<file path="src/design/fdas_pkg.sv">
// shared types and constants for the frame deframer with additive sum check
`default_nettype none
package fdas_pkg;

  localparam int MinFrame   = 8;
  localparam int TrailerLen = 4;
  localparam int HeaderLen  = 3;
  localparam int QueueDepth = 4;

  localparam int PosW   = 4;
  localparam int QCntW  = $clog2(QueueDepth + 1);
  localparam int QPtrW  = $clog2(QueueDepth);
  localparam int CfgIdxW = 8;
  localparam int CfgDataW = 8;

  typedef enum logic [CfgIdxW-1:0] {
    REG_ROOM_ID    = 8'd0,
    REG_ROOM_CHECK = 8'd1
  } cfg_reg_t;

  typedef enum logic [1:0] {
    ST_OK        = 2'd0,
    ST_SHORT     = 2'd1,
    ST_ROOM_BAD  = 2'd2,
    ST_SUM_BAD   = 2'd3
  } status_t;

  typedef enum logic {
    KIND_PAYLOAD = 1'b0,
    KIND_STATUS  = 1'b1
  } kind_t;

  typedef struct packed {
    kind_t       kind;
    logic [7:0]  payload_byte;
    logic [15:0] message_id;
    status_t     status;
    logic        frame_last;
  } result_t;

  // results produced by one accepted byte, packed from slot 0
  typedef struct packed {
    logic [1:0] count;
    result_t    slot1;
    result_t    slot0;
  } push_t;

endpackage
`default_nettype wire

</file>
<file path="src/design/fdas_core.sv">
// frame state: delay line, position, running sum, id and room check
`default_nettype none
module fdas_core (
  input  wire logic            clk,
  input  wire logic            rst,
  input  wire logic            accept,
  input  wire logic [7:0]      in_byte,
  input  wire logic            in_last,
  input  wire logic [7:0]      room_id,
  input  wire logic            room_check,
  output fdas_pkg::push_t      push
);
  import fdas_pkg::*;

  logic [7:0]      delay_bytes [TrailerLen];
  logic [PosW-1:0] byte_position;
  logic [31:0]     running_sum;
  logic [15:0]     held_message_id;
  logic            room_bad;

  logic [7:0]      delay_next [TrailerLen];
  logic [PosW-1:0] pos_next;
  logic [31:0]     sum_next;
  logic [15:0]     id_next;
  logic            room_bad_next;
  logic            in_body;
  logic            emit_pay;
  logic [31:0]     trailer;
  status_t         st;
  result_t         pay_res;
  result_t         stat_res;

  always_comb begin
    in_body  = byte_position >= PosW'(HeaderLen);
    emit_pay = byte_position >= PosW'(HeaderLen + TrailerLen);

    room_bad_next = room_bad;
    if (byte_position == '0) begin
      room_bad_next = room_check && (in_byte != room_id);
    end

    id_next = held_message_id;
    if (byte_position == PosW'(1)) begin
      id_next[7:0] = in_byte;
    end
    if (byte_position == PosW'(2)) begin
      id_next[15:8] = in_byte;
    end

    sum_next = running_sum + (emit_pay ? {24'd0, delay_bytes[0]} : 32'd0);

    for (int i = 0; i < TrailerLen; i++) begin
      delay_next[i] = delay_bytes[i];
    end
    if (in_body) begin
      for (int i = 0; i < TrailerLen - 1; i++) begin
        delay_next[i] = delay_bytes[i + 1];
      end
      delay_next[TrailerLen - 1] = in_byte;
    end

    pos_next = (byte_position < PosW'(MinFrame)) ? byte_position + PosW'(1) : byte_position;

    trailer = {delay_next[3], delay_next[2], delay_next[1], delay_next[0]};
    // short frame wins over room, room over sum
    if (byte_position < PosW'(MinFrame - 1)) begin
      st = ST_SHORT;
    end else if (room_bad_next) begin
      st = ST_ROOM_BAD;
    end else if (trailer != sum_next) begin
      st = ST_SUM_BAD;
    end else begin
      st = ST_OK;
    end

    pay_res.kind         = KIND_PAYLOAD;
    pay_res.payload_byte = delay_bytes[0];
    pay_res.message_id   = held_message_id;
    pay_res.status       = ST_OK;
    pay_res.frame_last   = 1'b0;

    stat_res.kind         = KIND_STATUS;
    stat_res.payload_byte = 8'd0;
    stat_res.message_id   = id_next;
    stat_res.status       = st;
    stat_res.frame_last   = 1'b1;

    push.count = {1'b0, emit_pay} + {1'b0, in_last};
    push.slot0 = emit_pay ? pay_res : stat_res;
    push.slot1 = stat_res;
  end

  always_ff @(posedge clk) begin
    if (rst || (accept && in_last)) begin
      for (int i = 0; i < TrailerLen; i++) begin
        delay_bytes[i] <= 8'd0;
      end
      byte_position   <= '0;
      running_sum     <= 32'd0;
      held_message_id <= 16'd0;
      room_bad        <= 1'b0;
    end else if (accept) begin
      for (int i = 0; i < TrailerLen; i++) begin
        delay_bytes[i] <= delay_next[i];
      end
      byte_position   <= pos_next;
      running_sum     <= sum_next;
      held_message_id <= id_next;
      room_bad        <= room_bad_next;
    end
  end

endmodule
`default_nettype wire

</file>
<file path="src/design/fdas_outq.sv">
// result queue: takes up to two results per cycle, hands out one per transfer
`default_nettype none
module fdas_outq (
  input  wire logic                 clk,
  input  wire logic                 rst,
  input  wire logic                 push_en,
  input  wire fdas_pkg::push_t      push,
  input  wire logic                 pop,
  output fdas_pkg::result_t         head,
  output logic                      not_empty,
  output logic [fdas_pkg::QCntW-1:0] level
);
  import fdas_pkg::*;

  result_t          entries [QueueDepth];
  logic [QPtrW-1:0] wr_ptr;
  logic [QPtrW-1:0] rd_ptr;
  logic [QCntW-1:0] count;
  logic [QCntW-1:0] count_next;
  logic [QCntW-1:0] n_push;

  always_comb begin
    n_push     = push_en ? QCntW'(push.count) : '0;
    count_next = count + n_push - QCntW'(pop);
    head       = entries[rd_ptr];
    not_empty  = count != '0;
    level      = count;
  end

  always_ff @(posedge clk) begin
    if (rst) begin
      wr_ptr <= '0;
      rd_ptr <= '0;
      count  <= '0;
    end else begin
      wr_ptr <= wr_ptr + QPtrW'(n_push);
      rd_ptr <= rd_ptr + QPtrW'(pop);
      count  <= count_next;
    end
  end

  always_ff @(posedge clk) begin
    if (push_en && push.count != 2'd0) begin
      entries[wr_ptr] <= push.slot0;
    end
    if (push_en && push.count == 2'd2) begin
      entries[wr_ptr + QPtrW'(1)] <= push.slot1;
    end
  end

endmodule
`default_nettype wire

</file>
<file path="src/design/frame_deframer_additive_sum.sv">
// Frame deframer with additive sum check. One byte is taken per cycle while
// in_stall is low; the frame state updates at the transfer and its results
// go into a four-entry result queue. A byte gives no result, one (payload
// or status) or two (the last payload byte and then the status). in_stall
// rises while more than two results wait in the queue, so with out_stall
// low the block sustains one byte per cycle. Payload bytes leave four bytes
// after they arrive and are to be trusted only when the frame's status
// result reads ok. room_id and room_check are sampled when a frame's first
// byte arrives.
`default_nettype none
module frame_deframer_additive_sum (
  input  wire logic                          clk,
  input  wire logic                          rst,
  input  wire logic                          cfg_write,
  input  wire logic [fdas_pkg::CfgIdxW-1:0]  cfg_index,
  input  wire logic [fdas_pkg::CfgDataW-1:0] cfg_data,
  input  wire logic                          in_valid,
  output logic                               in_stall,
  input  wire logic [7:0]                    in_byte,
  input  wire logic                          in_last,
  output logic                               out_valid,
  input  wire logic                          out_stall,
  output logic                               out_kind,
  output logic [7:0]                         payload_byte,
  output logic [15:0]                        message_id,
  output logic [1:0]                         status,
  output logic                               frame_last
);
  import fdas_pkg::*;

  logic [7:0]       room_id;
  logic             room_check;
  logic             accept;
  logic             pop;
  push_t            push;
  result_t          head;
  logic             not_empty;
  logic [QCntW-1:0] level;

  always_ff @(posedge clk) begin
    if (rst) begin
      room_id    <= 8'd0;
      room_check <= 1'b0;
    end else if (cfg_write) begin
      unique case (cfg_index)
        REG_ROOM_ID:    room_id    <= cfg_data[7:0];
        REG_ROOM_CHECK: room_check <= cfg_data[0];
        default: ;
      endcase
    end
  end

  // room for two more results is needed before a byte transfer
  assign in_stall = level > QCntW'(QueueDepth - 2);
  assign accept   = in_valid && !in_stall;
  assign pop      = not_empty && !out_stall;

  fdas_core u_core (
    .clk        (clk),
    .rst        (rst),
    .accept     (accept),
    .in_byte    (in_byte),
    .in_last    (in_last),
    .room_id    (room_id),
    .room_check (room_check),
    .push       (push)
  );

  fdas_outq u_outq (
    .clk       (clk),
    .rst       (rst),
    .push_en   (accept),
    .push      (push),
    .pop       (pop),
    .head      (head),
    .not_empty (not_empty),
    .level     (level)
  );

  assign out_valid    = not_empty;
  assign out_kind     = head.kind;
  assign payload_byte = head.payload_byte;
  assign message_id   = head.message_id;
  assign status       = head.status;
  assign frame_last   = head.frame_last;

  a_level_bound: assert property (@(posedge clk) disable iff (rst)
    level <= QCntW'(QueueDepth))
    else $error("result queue overfilled");

  a_last_gives_result: assert property (@(posedge clk) disable iff (rst)
    accept && in_last |=> out_valid)
    else $error("closing byte left no result");

  a_payload_clean: assert property (@(posedge clk) disable iff (rst)
    out_valid && out_kind == KIND_PAYLOAD |-> status == ST_OK && !frame_last)
    else $error("payload result carries status fields");

  a_status_last: assert property (@(posedge clk) disable iff (rst)
    out_valid && out_kind == KIND_STATUS |-> frame_last && payload_byte == 8'd0)
    else $error("status result malformed");

endmodule
`default_nettype wire

</file>
<file path="config.mk">
export PLATFORM = sky130hd
export DESIGN_NAME = frame_deframer_additive_sum
export DESIGN_NICKNAME = d
export VERILOG_FILES = /design/src/design/fdas_pkg.sv /design/src/design/fdas_core.sv /design/src/design/fdas_outq.sv /design/src/design/frame_deframer_additive_sum.sv
export SDC_FILE = /design/constraint.sdc
export NUM_CORES = 1
export LEC_CHECK = 0
export BUFFER_PORTS_ARGS = -buffer_cell sky130_fd_sc_hd__buf_2
export CORE_UTILIZATION = 51
export DETAILED_ROUTE_END_ITERATION = 16
export PLACE_DENSITY = 0.67
export SLEW_MARGIN = 0
export SYNTH_ARGS = -nofsm -noshare
export SYNTH_HDL_FRONTEND = slang
export SYNTH_SLANG_ARGS = --single-unit
</file>
<file path="constraint.sdc">
create_clock -name clk -period 5.3 [get_ports clk]
set_input_delay 0.265 -clock clk [delete_from_list [all_inputs] [get_ports clk]]
set_output_delay 0.265 -clock clk [all_outputs]
set_load 0.02 [all_outputs]
</file>
* After elaboration in Yosys (flattened, before gate mapping)
Memories as Yosys holds them, arrays and structs flattened. A register that Yosys moved wholly into a read port is not among the register bits.
Index checks and enable logic that the tools add are counted.
** Word-level totals
- Logic and storage cells :: 74
- Memory bits (writable) :: 144
- Output and inout bits :: 30
- Memories kept :: 2
- Bits in registers :: 69
** Cells by class
- Reduce and logical (&&, ||, !) cells :: 16
- Eq/ne operators :: 6
- Multiplexer cells :: 24
- Bitwise logic cells :: 4
- Add/sub/neg operators :: 8
- $lt $le $gt $ge :: 5
** Memory list
- u_outq.entries :: depth 4, width 28, rd ports 1, clocked after Yosys merged registers in 1, write ports 2, RTL line fdas_outq.sv:15 : result_t entries [QueueDepth];
- u_core.delay_bytes :: depth 4, width 8, rd ports 4, clocked after Yosys merged registers in 0, write ports 4, RTL line fdas_core.sv:15 : logic [7:0] delay_bytes [TrailerLen];
** Operators with widths (number)
- 8-bit two-way mux :: 7
- 32-bit adder :: 1
- 32-bit two-way mux :: 1
- 32-bit inequality test :: 1
- 28-bit two-way mux :: 1
- 1-bit two-way mux :: 10
- 2-bit two-way mux :: 5
- 8-bit by 1-bit equality test with 1-bit output, second input constant :: 1
- 8-bit logical NOT :: 1
- 8-bit inequality test :: 1
- 1-bit logical AND :: 6
- 2-bit AND reduction :: 3
- 4-bit by 1-bit adder with 4-bit output, second input constant :: 1
- 4-bit by 1-bit equality test with 1-bit output, second input constant :: 1
- 4-bit by 2-bit equality test with 1-bit output, second input constant :: 1
- 4-bit by 2-bit >= comparator with 1-bit output, second input constant :: 1
- 4-bit by 3-bit >= comparator with 1-bit output, second input constant :: 1
- 4-bit logical NOT :: 1
- 4-bit by 3-bit less-than comparator with 1-bit output, second input constant :: 1
- 4-bit less-than comparator, second input constant :: 1
- 1-bit OR :: 4
- 3-bit adder :: 1
- 3-bit by 2-bit > comparator with 1-bit output, second input constant :: 1
- 3-bit nonzero test :: 1
- other kinds (9) :: 10

* Logic depth before layout (Yosys ltp)
Gate-level depths: netlist (run 1).
- Word-level depth :: 8
- Mapped depth :: 17
- Depth with buffers taken out :: 15

* By module
Synthesis (run 1) repeated with hierarchy kept, for this count alone.
** Unflattened totals
- Cells, all modules :: 1015
- Area total of the unflattened synthesis :: 12177.9 um^2
** By module, submodules not included
- fdas_core :: times used 1, cells each 644, sequential area each 2021.9 um^2, area each 5891.9 um^2
- fdas_outq :: times used 1, cells each 322, sequential area each 3503.4 um^2, area each 5803.1 um^2
- frame_deframer_additive_sum :: times used 1, cells each 49, sequential area each 180.2 um^2, area each 483.0 um^2

* Least setup slack after synthesis (run 1)
No wires, ideal clock.
- Kind :: reg-to-reg
- Start :: register u_core.byte_position[0]
- End :: memory u_outq.entries[3][2] in the netlist's numbering, data pin
- Path buffers :: 2
- Setup time :: 0.282 ns
- Path slack :: 1.424 ns
- Clock period less this slack :: 3.876 ns
- Data arrival time :: 3.594 ns
- Required time :: 5.018 ns
- Stages on the path, launching flop included :: 17
- Cells stage by stage :: dfxtp_1 > ha_1 > nand2_1 > nand2_1 > clkbuf_1 > nand2_1 > inv_1 > ha_1 > a211oi_1 > o211ai_1 > and2_2 > clkbuf_4 > xnor2_1 > nor4_1 > nand4_1 > a2111oi_4 > a211oi_1
** RTL lines
- start, declared :: RTL line fdas_core.sv:16 : logic [PosW-1:0] byte_position;
- start signal, assigned :: RTL line fdas_core.sv:106 : byte_position <= pos_next;
- end, declared :: RTL line fdas_outq.sv:15

==> metrics.cfg, run 1 <==
[yosys]
syn_avg_cell_area_um2=10.3
synth_warnings=0
synth-edff-count=104
synth_cells=1003
ys_types=61
synth_flop_cell=dfxtp_1
synth-async-reset-ratio_pct=0
ys_ff_latch=209
ys_seq_area_share_pct=50.6
synth_nets=1054
synth_area_um2=10300

[placed_design]
place_hpwl_um=16100
place.gp.congestion=0.919
io_buffers=59
dp_slack_ns=0.905
place_inst=1285
dpl_cell_area_um2=10800

[clock_tree]
clkSinkCount=209
cts_tree=done
clk_latency_ns=0.52
cts_buffers=24
htree_levels=1
cts_resized=0
clock-root-buffer=clkbuf_16
cts_setup_buffers=0
clk_pin_slew_ns=0.06
clk_path_buf_depth=3

[critical_path]
path_buf_inv=1
cp_common_cell=nand2_1
worst_ep_required_time_ns=5.54
worstSetupPathType=flip-flop to flip-flop
cp-start-kind=flip-flop
max_stage_delay_ns=0.63
critical_path.max_fanout=8
path_cells=ha_1 -> nand2_1 -> nand2_1 -> nand2_1 -> inv_1 -> ha_1 -> fa_1 -> a211oi_1 -> o211ai_1 -> and2_2 -> xnor2_1 -> nor4_1 -> nand4_1 -> a2111oi_4 -> a211oi_1
cp-end-kind=flip-flop
cp.arrival_ns=4.67
slowest_stage=a2111oi_4
cpLargestDelayFamily=compound AO/OA/AOI/OAI gates

[final_layout]
fin_nets=1102
drive_gt1_share_pct=15.3
antenna_cells=0
final_common_cell=nor2_1
final_cells=1333
final_core_util_pct=59.7
mostFrequentLayoutCells=nor2_1, dfxtp_1, edfxtp_1, nand2_1, o21ai_0
syn_to_final_growth_pct=13.6
final_area_um2=11700

[power_and_ir_drop]
comb_power_share_pct=17.7
p_per_area_nw_per_um2=380
p_switching_mw=1.21
power.leakage_nw=4.49
seqPwrFrac_pct=41.5
p_sw_share_pct=27.1
total_power_mw=4.45
clkPwrFrac_pct=40.8
intPower_mw=3.25
ir_drop_mv=0.245

[floorplanning]
core_um2=19700
chipHeight_um=144
chipWidth_um=144
io_pins=60
fp.dieArea_um2=20800
start_util_pct=52.5
num_rows=51

[detailed_routing]
vias_per_cell=5.68
vias=7569
drc=0
postRouteAntennaNets=0
drt_iter0_markers=783
avgRoutedWirePerCell_um=18.0
routed_wl_um=23900
dr.pass1.iters=5

[sta]
relSlewSlack_pct=41.0
min_period_over_period_pct=83.6
maxSlewViolCount=0
fmax_mhz=226
period_needed_ns=4.43
worst_pin_slew_ns=0.884
hold_slack_ns=0.000341
fin_worst_skew_ns=0.0170
finalHoldViolCount=0
rsz0062_at_grt=no
setup_viol=0
layout_setup_ws_ns=0.867
tns_ns=0

[global_routing]
grt_start_max_net_pins=49
grt_overflow=0
antenna_found_initial=0
grt.total_usage_pct=24.0
grt_pass1_vias=7315
grt_pass1_wl_um=38600

[run]
drv_cap=0

[min_path]
hold_path_class=input port to flip-flop

[status]
status=finished, final reports clean

## metal layers
layer / global-route usage [%] / share of wire [%] / up-vias
li1: - / - / 3668
met1: 31.6 / 44 / 3660
met2: 41.4 / 49 / 203
met3: 3.51 / 5.3 / 38
met4: 6.15 / 2.1 / 0
met5: 0 / 0 / -
## worst reg2reg max path, stage by stage (launching register included)
cell       delay [ns]
dfxtp_1          0.35
ha_1             0.28
nand2_1          0.09
nand2_1          0.14
nand2_1          0.20
inv_1            0.07
ha_1             0.22
fa_1             0.41
a211oi_1         0.37
o211ai_1         0.26
and2_2           0.29
xnor2_1          0.13
nor4_1           0.34
nand4_1          0.22
a2111oi_4        0.63
a211oi_1         0.16
## state kept, by name (all words and copies together), names as in the netlist
name / flops
u_outq.entries: 108
u_outq.rd_ptr: 2
u_outq.level: 3
u_outq.wr_ptr: 2
u_core.held_message_id: 16
room_check: 1
u_core.delay_bytes: 32
u_core.room_bad: 1
u_core.running_sum: 32
u_core.byte_position: 4
room_id: 8
## kinds of logic after synthesis
logic type / after synthesis / synth area share [%]
mux: 90 / 12.1
simple gates: 373 / 16.1
xor+xnor: 62 / 5.26
buf+inv: 80 / 3.48
flops: 209 / 50.6
compound gates: 168 / 9.83
fa+ha+maj: 21 / 2.69
## final cells by class
class                   count  area (um^2)
flip-flops and latches    209         5230
clock inverters            11          171
multi-input cells         714         4750
inverters                  25         93.8
repair buffers             77          443
well taps                 265          332
clock buffers              32          714
fillers                  1662         7930
## timing repair
item | CTS | global route
endpoints found under the hold margin | 5 | 0
hold buffers | 5 | 0
setup endpoints to repair | 0 | 0
## cells in the mapped netlist, drive strengths merged (11+ instances only)
cell	count	share of area (%)
xnor2	42	3.6
ha	19	2.3
mux4	27	5.9
nand4	17	1.0
a21oi	45	2.2
and3	11	0.68
xor2	20	1.7
inv	25	0.91
edfxtp	104	30
nand3	19	0.92
clkbuf	45	1.7
nand2	98	3.6
mux2i	60	5.8
nor3	17	1.1
nor2	179	6.5
dfxtp	105	20
o21ai	73	3.6
## worst paths after layout
| kind | startpoint | end | slack [ns] | cells after the start |
|---|---|---|---|---|
| hold / removal | cfg_data[6] | room_id[6]$_SDFFE_PP0P_ | 0.0003 | 3 |
| setup / recovery | u_core.byte_position[0]$_SDFFE_PP0P_ | u_outq.entries[3][2]$_DFFE_PP_ | 0.87 | 15 |
| setup reg to reg | u_core.byte_position[0]$_SDFFE_PP0P_ | u_outq.entries[3][2]$_DFFE_PP_ | 0.87 | 15 |
| hold reg to reg | u_outq.entries[1][0]$_SDFFE_PP1P_ | u_outq.entries[1][0]$_SDFFE_PP1P_ | 0.45 | 1 |
## power groups by stage
stage                     clock [mW]  sequential (mW)  combinational [mW]
after floorplan                    0             1.86               0.592
after detailed placement           0             1.88               0.789
final                           1.82             1.85               0.790
after global placement             0             1.88               0.783
after CTS                       1.84             1.85               0.797
after global routing            1.91             1.85               0.865
No activity file was read; power rests on OpenSTA's default activity.
==> run 2, diff against run 1 <==
--- a/config.mk
+++ b/config.mk
@@ -8,7 +8,7 @@
 export BUFFER_PORTS_ARGS = -buffer_cell sky130_fd_sc_hd__buf_2
 export CORE_UTILIZATION = 51
 export DETAILED_ROUTE_END_ITERATION = 16
-export PLACE_DENSITY = 0.67
+export PLACE_DENSITY = 0.69
 export SLEW_MARGIN = 0
 export SYNTH_ARGS = -nofsm -noshare
 export SYNTH_HDL_FRONTEND = slang
==> constraint.sdc (replaced) <==
create_clock -name clk -period 4 [get_ports clk]
set_input_delay 0.2 -clock clk [delete_from_list [all_inputs] [get_ports clk]]
set_output_delay 0.2 -clock clk [all_outputs]
set_load 0.02 [all_outputs]
==> metrics.cfg, run 2 (synthesis gave the netlist of run 1 again) <==
[status]
status=finished, final reports clean

[clock_tree]
clk_pin_slew_ns=0.06  ; about the same
clk_path_buf_depth=3  ; unchanged
clock-root-buffer=clkbuf_16
htree_levels=1  ; unchanged
cts_buffers=23  ; -4.2%
clkSinkCount=209  ; unchanged
clk_latency_ns=0.53  ; about the same
cts_tree=done

[detailed_routing]
dr.pass1.iters=5  ; unchanged
routed_wl_um=24100  ; +0.54%
postRouteAntennaNets=0  ; unchanged
drt_iter0_markers=627  ; -20%
drc=0  ; unchanged
avgRoutedWirePerCell_um=17.7  ; -1.2%
vias_per_cell=5.65  ; -0.53%
vias=7659  ; +1.2%

[final_layout]
final_area_um2=11800  ; +0.97%
largest_reg_flops=108  ; unchanged
multiInputGateArea_um2=4820  ; +1.6%
final_common_cell=nor2_1
syn_to_final_growth_pct=14.7
fin_nets=1125  ; +2.1%
top_regs=u_outq.entries (108), u_core.delay_bytes (32), u_core.running_sum (32)
mostFrequentLayoutCells=nor2_1, dfxtp_1, edfxtp_1, nand2_1, o21ai_0
seq_area_um2=5230  ; about the same
antenna_cells=0  ; unchanged
nFillCells=1677  ; +0.90%
top_register=u_outq.entries
drive_gt1_share_pct=17.0  ; +1.7 points

[sta]
rsz0062_at_grt=no
fin_worst_skew_ns=0.0209  ; +0.00390 ns
setup_viol=0  ; unchanged
maxSlewViolCount=0  ; unchanged
layout_setup_ws_ns=0.230  ; -0.637 ns
period_needed_ns=3.77  ; -0.663 ns
fmax_mhz=265  ; +18%
min_period_over_period_pct=94.2  ; +11 points
worst_pin_slew_ns=0.955  ; +0.0710 ns
finalHoldViolCount=0  ; unchanged
hold_slack_ns=0.0417  ; +0.0414 ns
relSlewSlack_pct=36.2  ; -4.8 points
tns_ns=0  ; unchanged

[global_routing]
antenna_found_initial=0  ; unchanged
grt_pass1_vias=7347  ; +0.44%
grt.total_usage_pct=23.9  ; -0.12 points
grt_pass1_wl_um=38500  ; about the same
grt_start_max_net_pins=82  ; +67%
grt_overflow=0  ; unchanged

[run]
drv_cap=0  ; unchanged

[placed_design]
place.gp.congestion=0.907  ; -1.3%
io_buffers=59  ; unchanged
dp_slack_ns=0.0829  ; -0.822 ns
place_hpwl_um=16300  ; +1.2%
dpl_cell_area_um2=10900  ; +1.4%

[critical_path]
cp-start-kind=flip-flop
critical_path.max_fanout=12  ; +4
path_cells=ha_1 -> nand2_1 -> nand2_2 -> buf_4 -> nand2_1 -> inv_1 -> ha_1 -> a21oi_4 -> o211ai_2 -> o21ai_2 -> nor4_4 -> or3_1 -> a221o_1 -> a2111oi_4 -> buf_4 -> a21oi_1
worst_ep_required_time_ns=4.27  ; -1.27 ns
worstSetupPathType=flip-flop to flip-flop
cp.arrival_ns=4.04  ; -0.63 ns
max_stage_delay_ns=0.39  ; -0.24 ns
cp-end-kind=flip-flop
path_buf_inv=3  ; +2
cpLargestDelayFamily=compound AO/OA/AOI/OAI gates
slowest_stage=ha_1

[power_and_ir_drop]
power.leakage_nw=4.57  ; +1.8%
p_per_area_nw_per_um2=468  ; +23%
ir_drop_mv=0.297  ; +21%

[min_path]
hold_path_class=input port to flip-flop

[floorplanning]
core_um2=19700  ; unchanged
start_util_pct=52.5  ; unchanged
chipWidth_um=144  ; unchanged
chipHeight_um=144  ; unchanged
io_pins=60  ; unchanged
num_rows=51  ; unchanged
fp.dieArea_um2=20800  ; unchanged

[run 2: cell type report]
type | count | share of cell area (%)
clock buffers | 36 | 5.53
clock inverters | 6 | 0.571
inverters | 25 | 0.792
multi-input cells | 714 | 40.7
flip-flops and latches | 209 | 44.1
well taps | 265 | 2.80
repair buffers | 101 | 5.45
[run 2: where the power goes]
| group | switching (mW) | total [mW] | internal, mW |
|---|---|---|---|
| Sequential | 0.140 | 2.51 | 2.37 |
| Clock | 0.852 | 2.04 | 1.19 |
| Combinational | 0.563 | 0.984 | 0.421 |
[run 2: worst min-delay path: cells and delay by family]
| family | cells | cell delay (ns) |
|---|---|---|
| and+or+nand+nor | 2 | 0.15 |
| muxes | 1 | 0.07 |
| buffers and inverters | 1 | 0.10 |
[run 2: final timing paths]
check,start,to,slack [ns],cells after the start
max,u_core.byte_position[0]$_SDFFE_PP0P_,u_outq.entries[3][1]$_DFFE_PP_,0.23,16
min,cfg_index[0],room_check$_SDFFE_PP0P_,0.04,4
max reg2reg,u_core.byte_position[0]$_SDFFE_PP0P_,u_outq.entries[3][1]$_DFFE_PP_,0.23,16
min reg2reg,u_outq.entries[1][0]$_SDFFE_PP1P_,u_outq.entries[1][0]$_SDFFE_PP1P_,0.45,1
[run 2: per-stage QoR]
stage	total power, mW	util (%)	instances
after global placement	3.52	55.7	1304
after global routing	5.76	60.2	1356
after CTS	5.58	59.8	1355
after detailed placement	3.54	55.7	1304
final	5.54	60.2	1356
after floorplan	3.24	-	1003
[run 2: repair_timing]
item	CTS	global route
endpoints found under the setup margin	0	8
setup buffers	0	1
hold buffers	9	0
hold endpoints to repair	10	0
gates resized for setup	0	15
[run 2: routing by layer]
metal	vias to the layer above	GRT usage (%)	routed length (um)
met5	-	0	0
met4	0	8.42	775
met3	47	3.38	1000
met2	176	39.8	11600
met1	3722	31.8	10700
li1	3714	-	-
==> run 3, diff against run 2 <==
--- a/config.mk
+++ b/config.mk
@@ -6,9 +6,10 @@
 export NUM_CORES = 1
 export LEC_CHECK = 0
 export BUFFER_PORTS_ARGS = -buffer_cell sky130_fd_sc_hd__buf_2
-export CORE_UTILIZATION = 51
+export CORE_UTILIZATION = 54
 export DETAILED_ROUTE_END_ITERATION = 16
-export PLACE_DENSITY = 0.69
+export PLACE_DENSITY = 0.73
+export REMOVE_ABC_BUFFERS = 1
 export SLEW_MARGIN = 0
 export SYNTH_ARGS = -nofsm -noshare
 export SYNTH_HDL_FRONTEND = slang
==> metrics.cfg, run 3 (synthesis gave the netlist of run 1 again) <==
[final_layout]
top_register=u_outq.entries
nFillCells=1489  ; -11%
antenna_cells=0  ; unchanged
mostFrequentLayoutCells=nor2_1, dfxtp_1, edfxtp_1, nand2_1, o21ai_0
top_regs=u_outq.entries (108), u_core.delay_bytes (32), u_core.running_sum (32)
largest_reg_flops=108  ; unchanged
syn_to_final_growth_pct=13.9
fin_nets=1122  ; -0.27%
final_common_cell=nor2_1
drive_gt1_share_pct=17.1  ; +0.14 points

[detailed_routing]
routed_wl_um=24400  ; +1.3%
vias_per_cell=5.82  ; +3.0%
postRouteAntennaNets=0  ; unchanged
avgRoutedWirePerCell_um=18.4  ; +4.0%
dr.pass1.iters=6  ; +1
drt_iter0_markers=551  ; -12%
vias=7692  ; +0.43%
drc=0  ; unchanged

[floorplanning]
num_rows=50  ; -2.0%
core_um2=18700  ; -4.8%
io_pins=60  ; unchanged
fp.dieArea_um2=19700  ; -5.5%
chipWidth_um=140  ; -2.8%
chipHeight_um=140  ; -2.8%
start_util_pct=55.2  ; +2.7 points

[placed_design]
place_hpwl_um=16700  ; +2.1%
io_buffers=59  ; unchanged
place.gp.congestion=0.891  ; -1.8%
dp_slack_ns=-0.116  ; -0.199 ns

[power_and_ir_drop]
intPower_mw=3.92  ; -1.6%
power.leakage_nw=4.54  ; -0.64%
ir_drop_mv=0.319  ; +7.1%
clkPwrFrac_pct=35.9  ; -1.0 points
comb_power_share_pct=18.1  ; +0.4 points
seqPwrFrac_pct=45.9  ; +0.5 points
p_sw_share_pct=28.3  ; +0.30 points
p_switching_mw=1.55  ; -0.12%
total_power_mw=5.48  ; -1.2%
p_per_area_nw_per_um2=466  ; -0.47%

[status]
status=finished, final reports clean

[sta]
setup_viol=0  ; unchanged
finalHoldViolCount=0  ; unchanged
relSlewSlack_pct=29.0  ; -7.3 points
worst_pin_slew_ns=1.06  ; +0.107 ns
period_needed_ns=3.75  ; -0.0203 ns
fin_worst_skew_ns=0.0258  ; +0.00483 ns
fmax_mhz=267  ; +0.54%
hold_slack_ns=0.0468  ; +0.00503 ns
maxSlewViolCount=0  ; unchanged
min_period_over_period_pct=93.7  ; -0.51 points
rsz0062_at_grt=no
layout_setup_ws_ns=0.250  ; +0.0203 ns

[critical_path]
cp.arrival_ns=4.00  ; -0.04 ns
worstSetupPathType=flip-flop to flip-flop
worst_ep_required_time_ns=4.25  ; -0.02 ns
critical_path.max_fanout=4  ; -8
cp-end-kind=flip-flop
cp-start-kind=flip-flop

[global_routing]
grt_start_max_net_pins=50  ; -39%
antenna_found_initial=0  ; unchanged
grt_pass1_wl_um=39600  ; +2.8%
grt_pass1_vias=7608  ; +3.6%
grt_overflow=0  ; unchanged
grt.total_usage_pct=25.5  ; +1.6 points

[run]
drv_cap=0  ; unchanged

[clock_tree]
clk_pin_slew_ns=0.06  ; about the same
clk_path_buf_depth=3  ; unchanged
htree_levels=1  ; unchanged
clk_latency_ns=0.51  ; -0.02 ns
clkSinkCount=209  ; unchanged
clock-root-buffer=clkbuf_16
cts_buffers=23  ; unchanged
cts_tree=done

[min_path]
hold_path_class=input port to flip-flop

==> run 3: cell types whose count changed in the layout (fill, tap and decap cells not counted), sizes merged <==
cell | previous run | this run
buf | 92 | 90
clkbuf | 36 | 31
clkinv | 4 | 7
clkinvlp | 0 | 2
dlygate4sd3 | 9 | 8
==> run 3: power groups by stage <==
stage | clock, mW | combinational, mW | sequential [mW]
final | 1.97 | 0.992 | 2.52
after global routing | 2.08 | 1.08 | 2.54
after CTS | 2.01 | 0.996 | 2.52
after detailed placement | 0 | 0.985 | 2.56
after global placement | 0 | 0.970 | 2.56
after floorplan | 0 | 0.691 | 2.52
==> run 3: worst max-delay path, cell delays in order, from the launching register on <==
cell,delay (ns)
dfxtp_1,0.31
ha_1,0.26
nand2_1,0.11
nand2_2,0.10
nand2_2,0.10
inv_1,0.05
ha_1,0.21
fa_1,0.42
a211oi_2,0.32
o211ai_1,0.15
buf_4,0.18
nand4_1,0.13
mux2_2,0.35
a21boi_1,0.16
o211ai_1,0.16
nor3b_2,0.35
a211oi_1,0.13
==> run 3: layer usage <==
metal	wire [um]	global-route usage, %
met5	0	0
met3	1230	3.32
met2	12000	44.3
met4	884	10.3
met1	10300	32.3
==> run 3: repair_timing <==
| action | 4_1_cts | 5_1_grt |
|---|---|---|
| resized for setup | 0 | 18 |
| pin swaps | 1 | 11 |
| endpoints found under the hold margin | 9 | 0 |
| hold buffers | 8 | 0 |
| setup buffers | 1 | 0 |
| endpoints found under the setup margin | 8 | 8 |
==> run 3: path summary, 6_finish.rpt <==
path	from	endpoint	slack (ns)	cells past startpoint
max	u_core.byte_position[0]$_SDFFE_PP0P_	u_outq.entries[3][2]$_DFFE_PP_	0.25	16
min	cfg_index[0]	room_check$_SDFFE_PP0P_	0.05	4
max reg2reg	u_core.byte_position[0]$_SDFFE_PP0P_	u_outq.entries[3][2]$_DFFE_PP_	0.25	16
min reg2reg	u_outq.entries[1][21]$_SDFFE_PP0P_	u_outq.entries[1][21]$_SDFFE_PP0P_	0.45	2
==> run 3: stage by stage <==
step / cell area [um^2] / TNS [ns] / utilization (%) / cells
CTS: 11700 / 0 / 62.5 / 1322
global route: 11800 / 0 / 62.8 / 1322
floorplan: 10100 / 0 / - / 948
global placement: 10900 / -0.0275 / 58.3 / 1271
detailed placement: 10900 / -0.667 / 58.3 / 1271
finish: 11800 / 0 / 62.8 / 1322
==> run 3: layout make-up <==
class / instances / area [um^2] / share of cell area, %
Inverter: 25 / 93.8 / 0.798
Clock inverter: 11 / 91.3 / 0.777
Timing Repair Buffer: 98 / 624 / 5.31
Sequential cell: 209 / 5230 / 44.5
Clock buffer: 31 / 606 / 5.15
Multi-Input combinational cell: 714 / 4820 / 41.0
Tap cell: 234 / 293 / 2.49
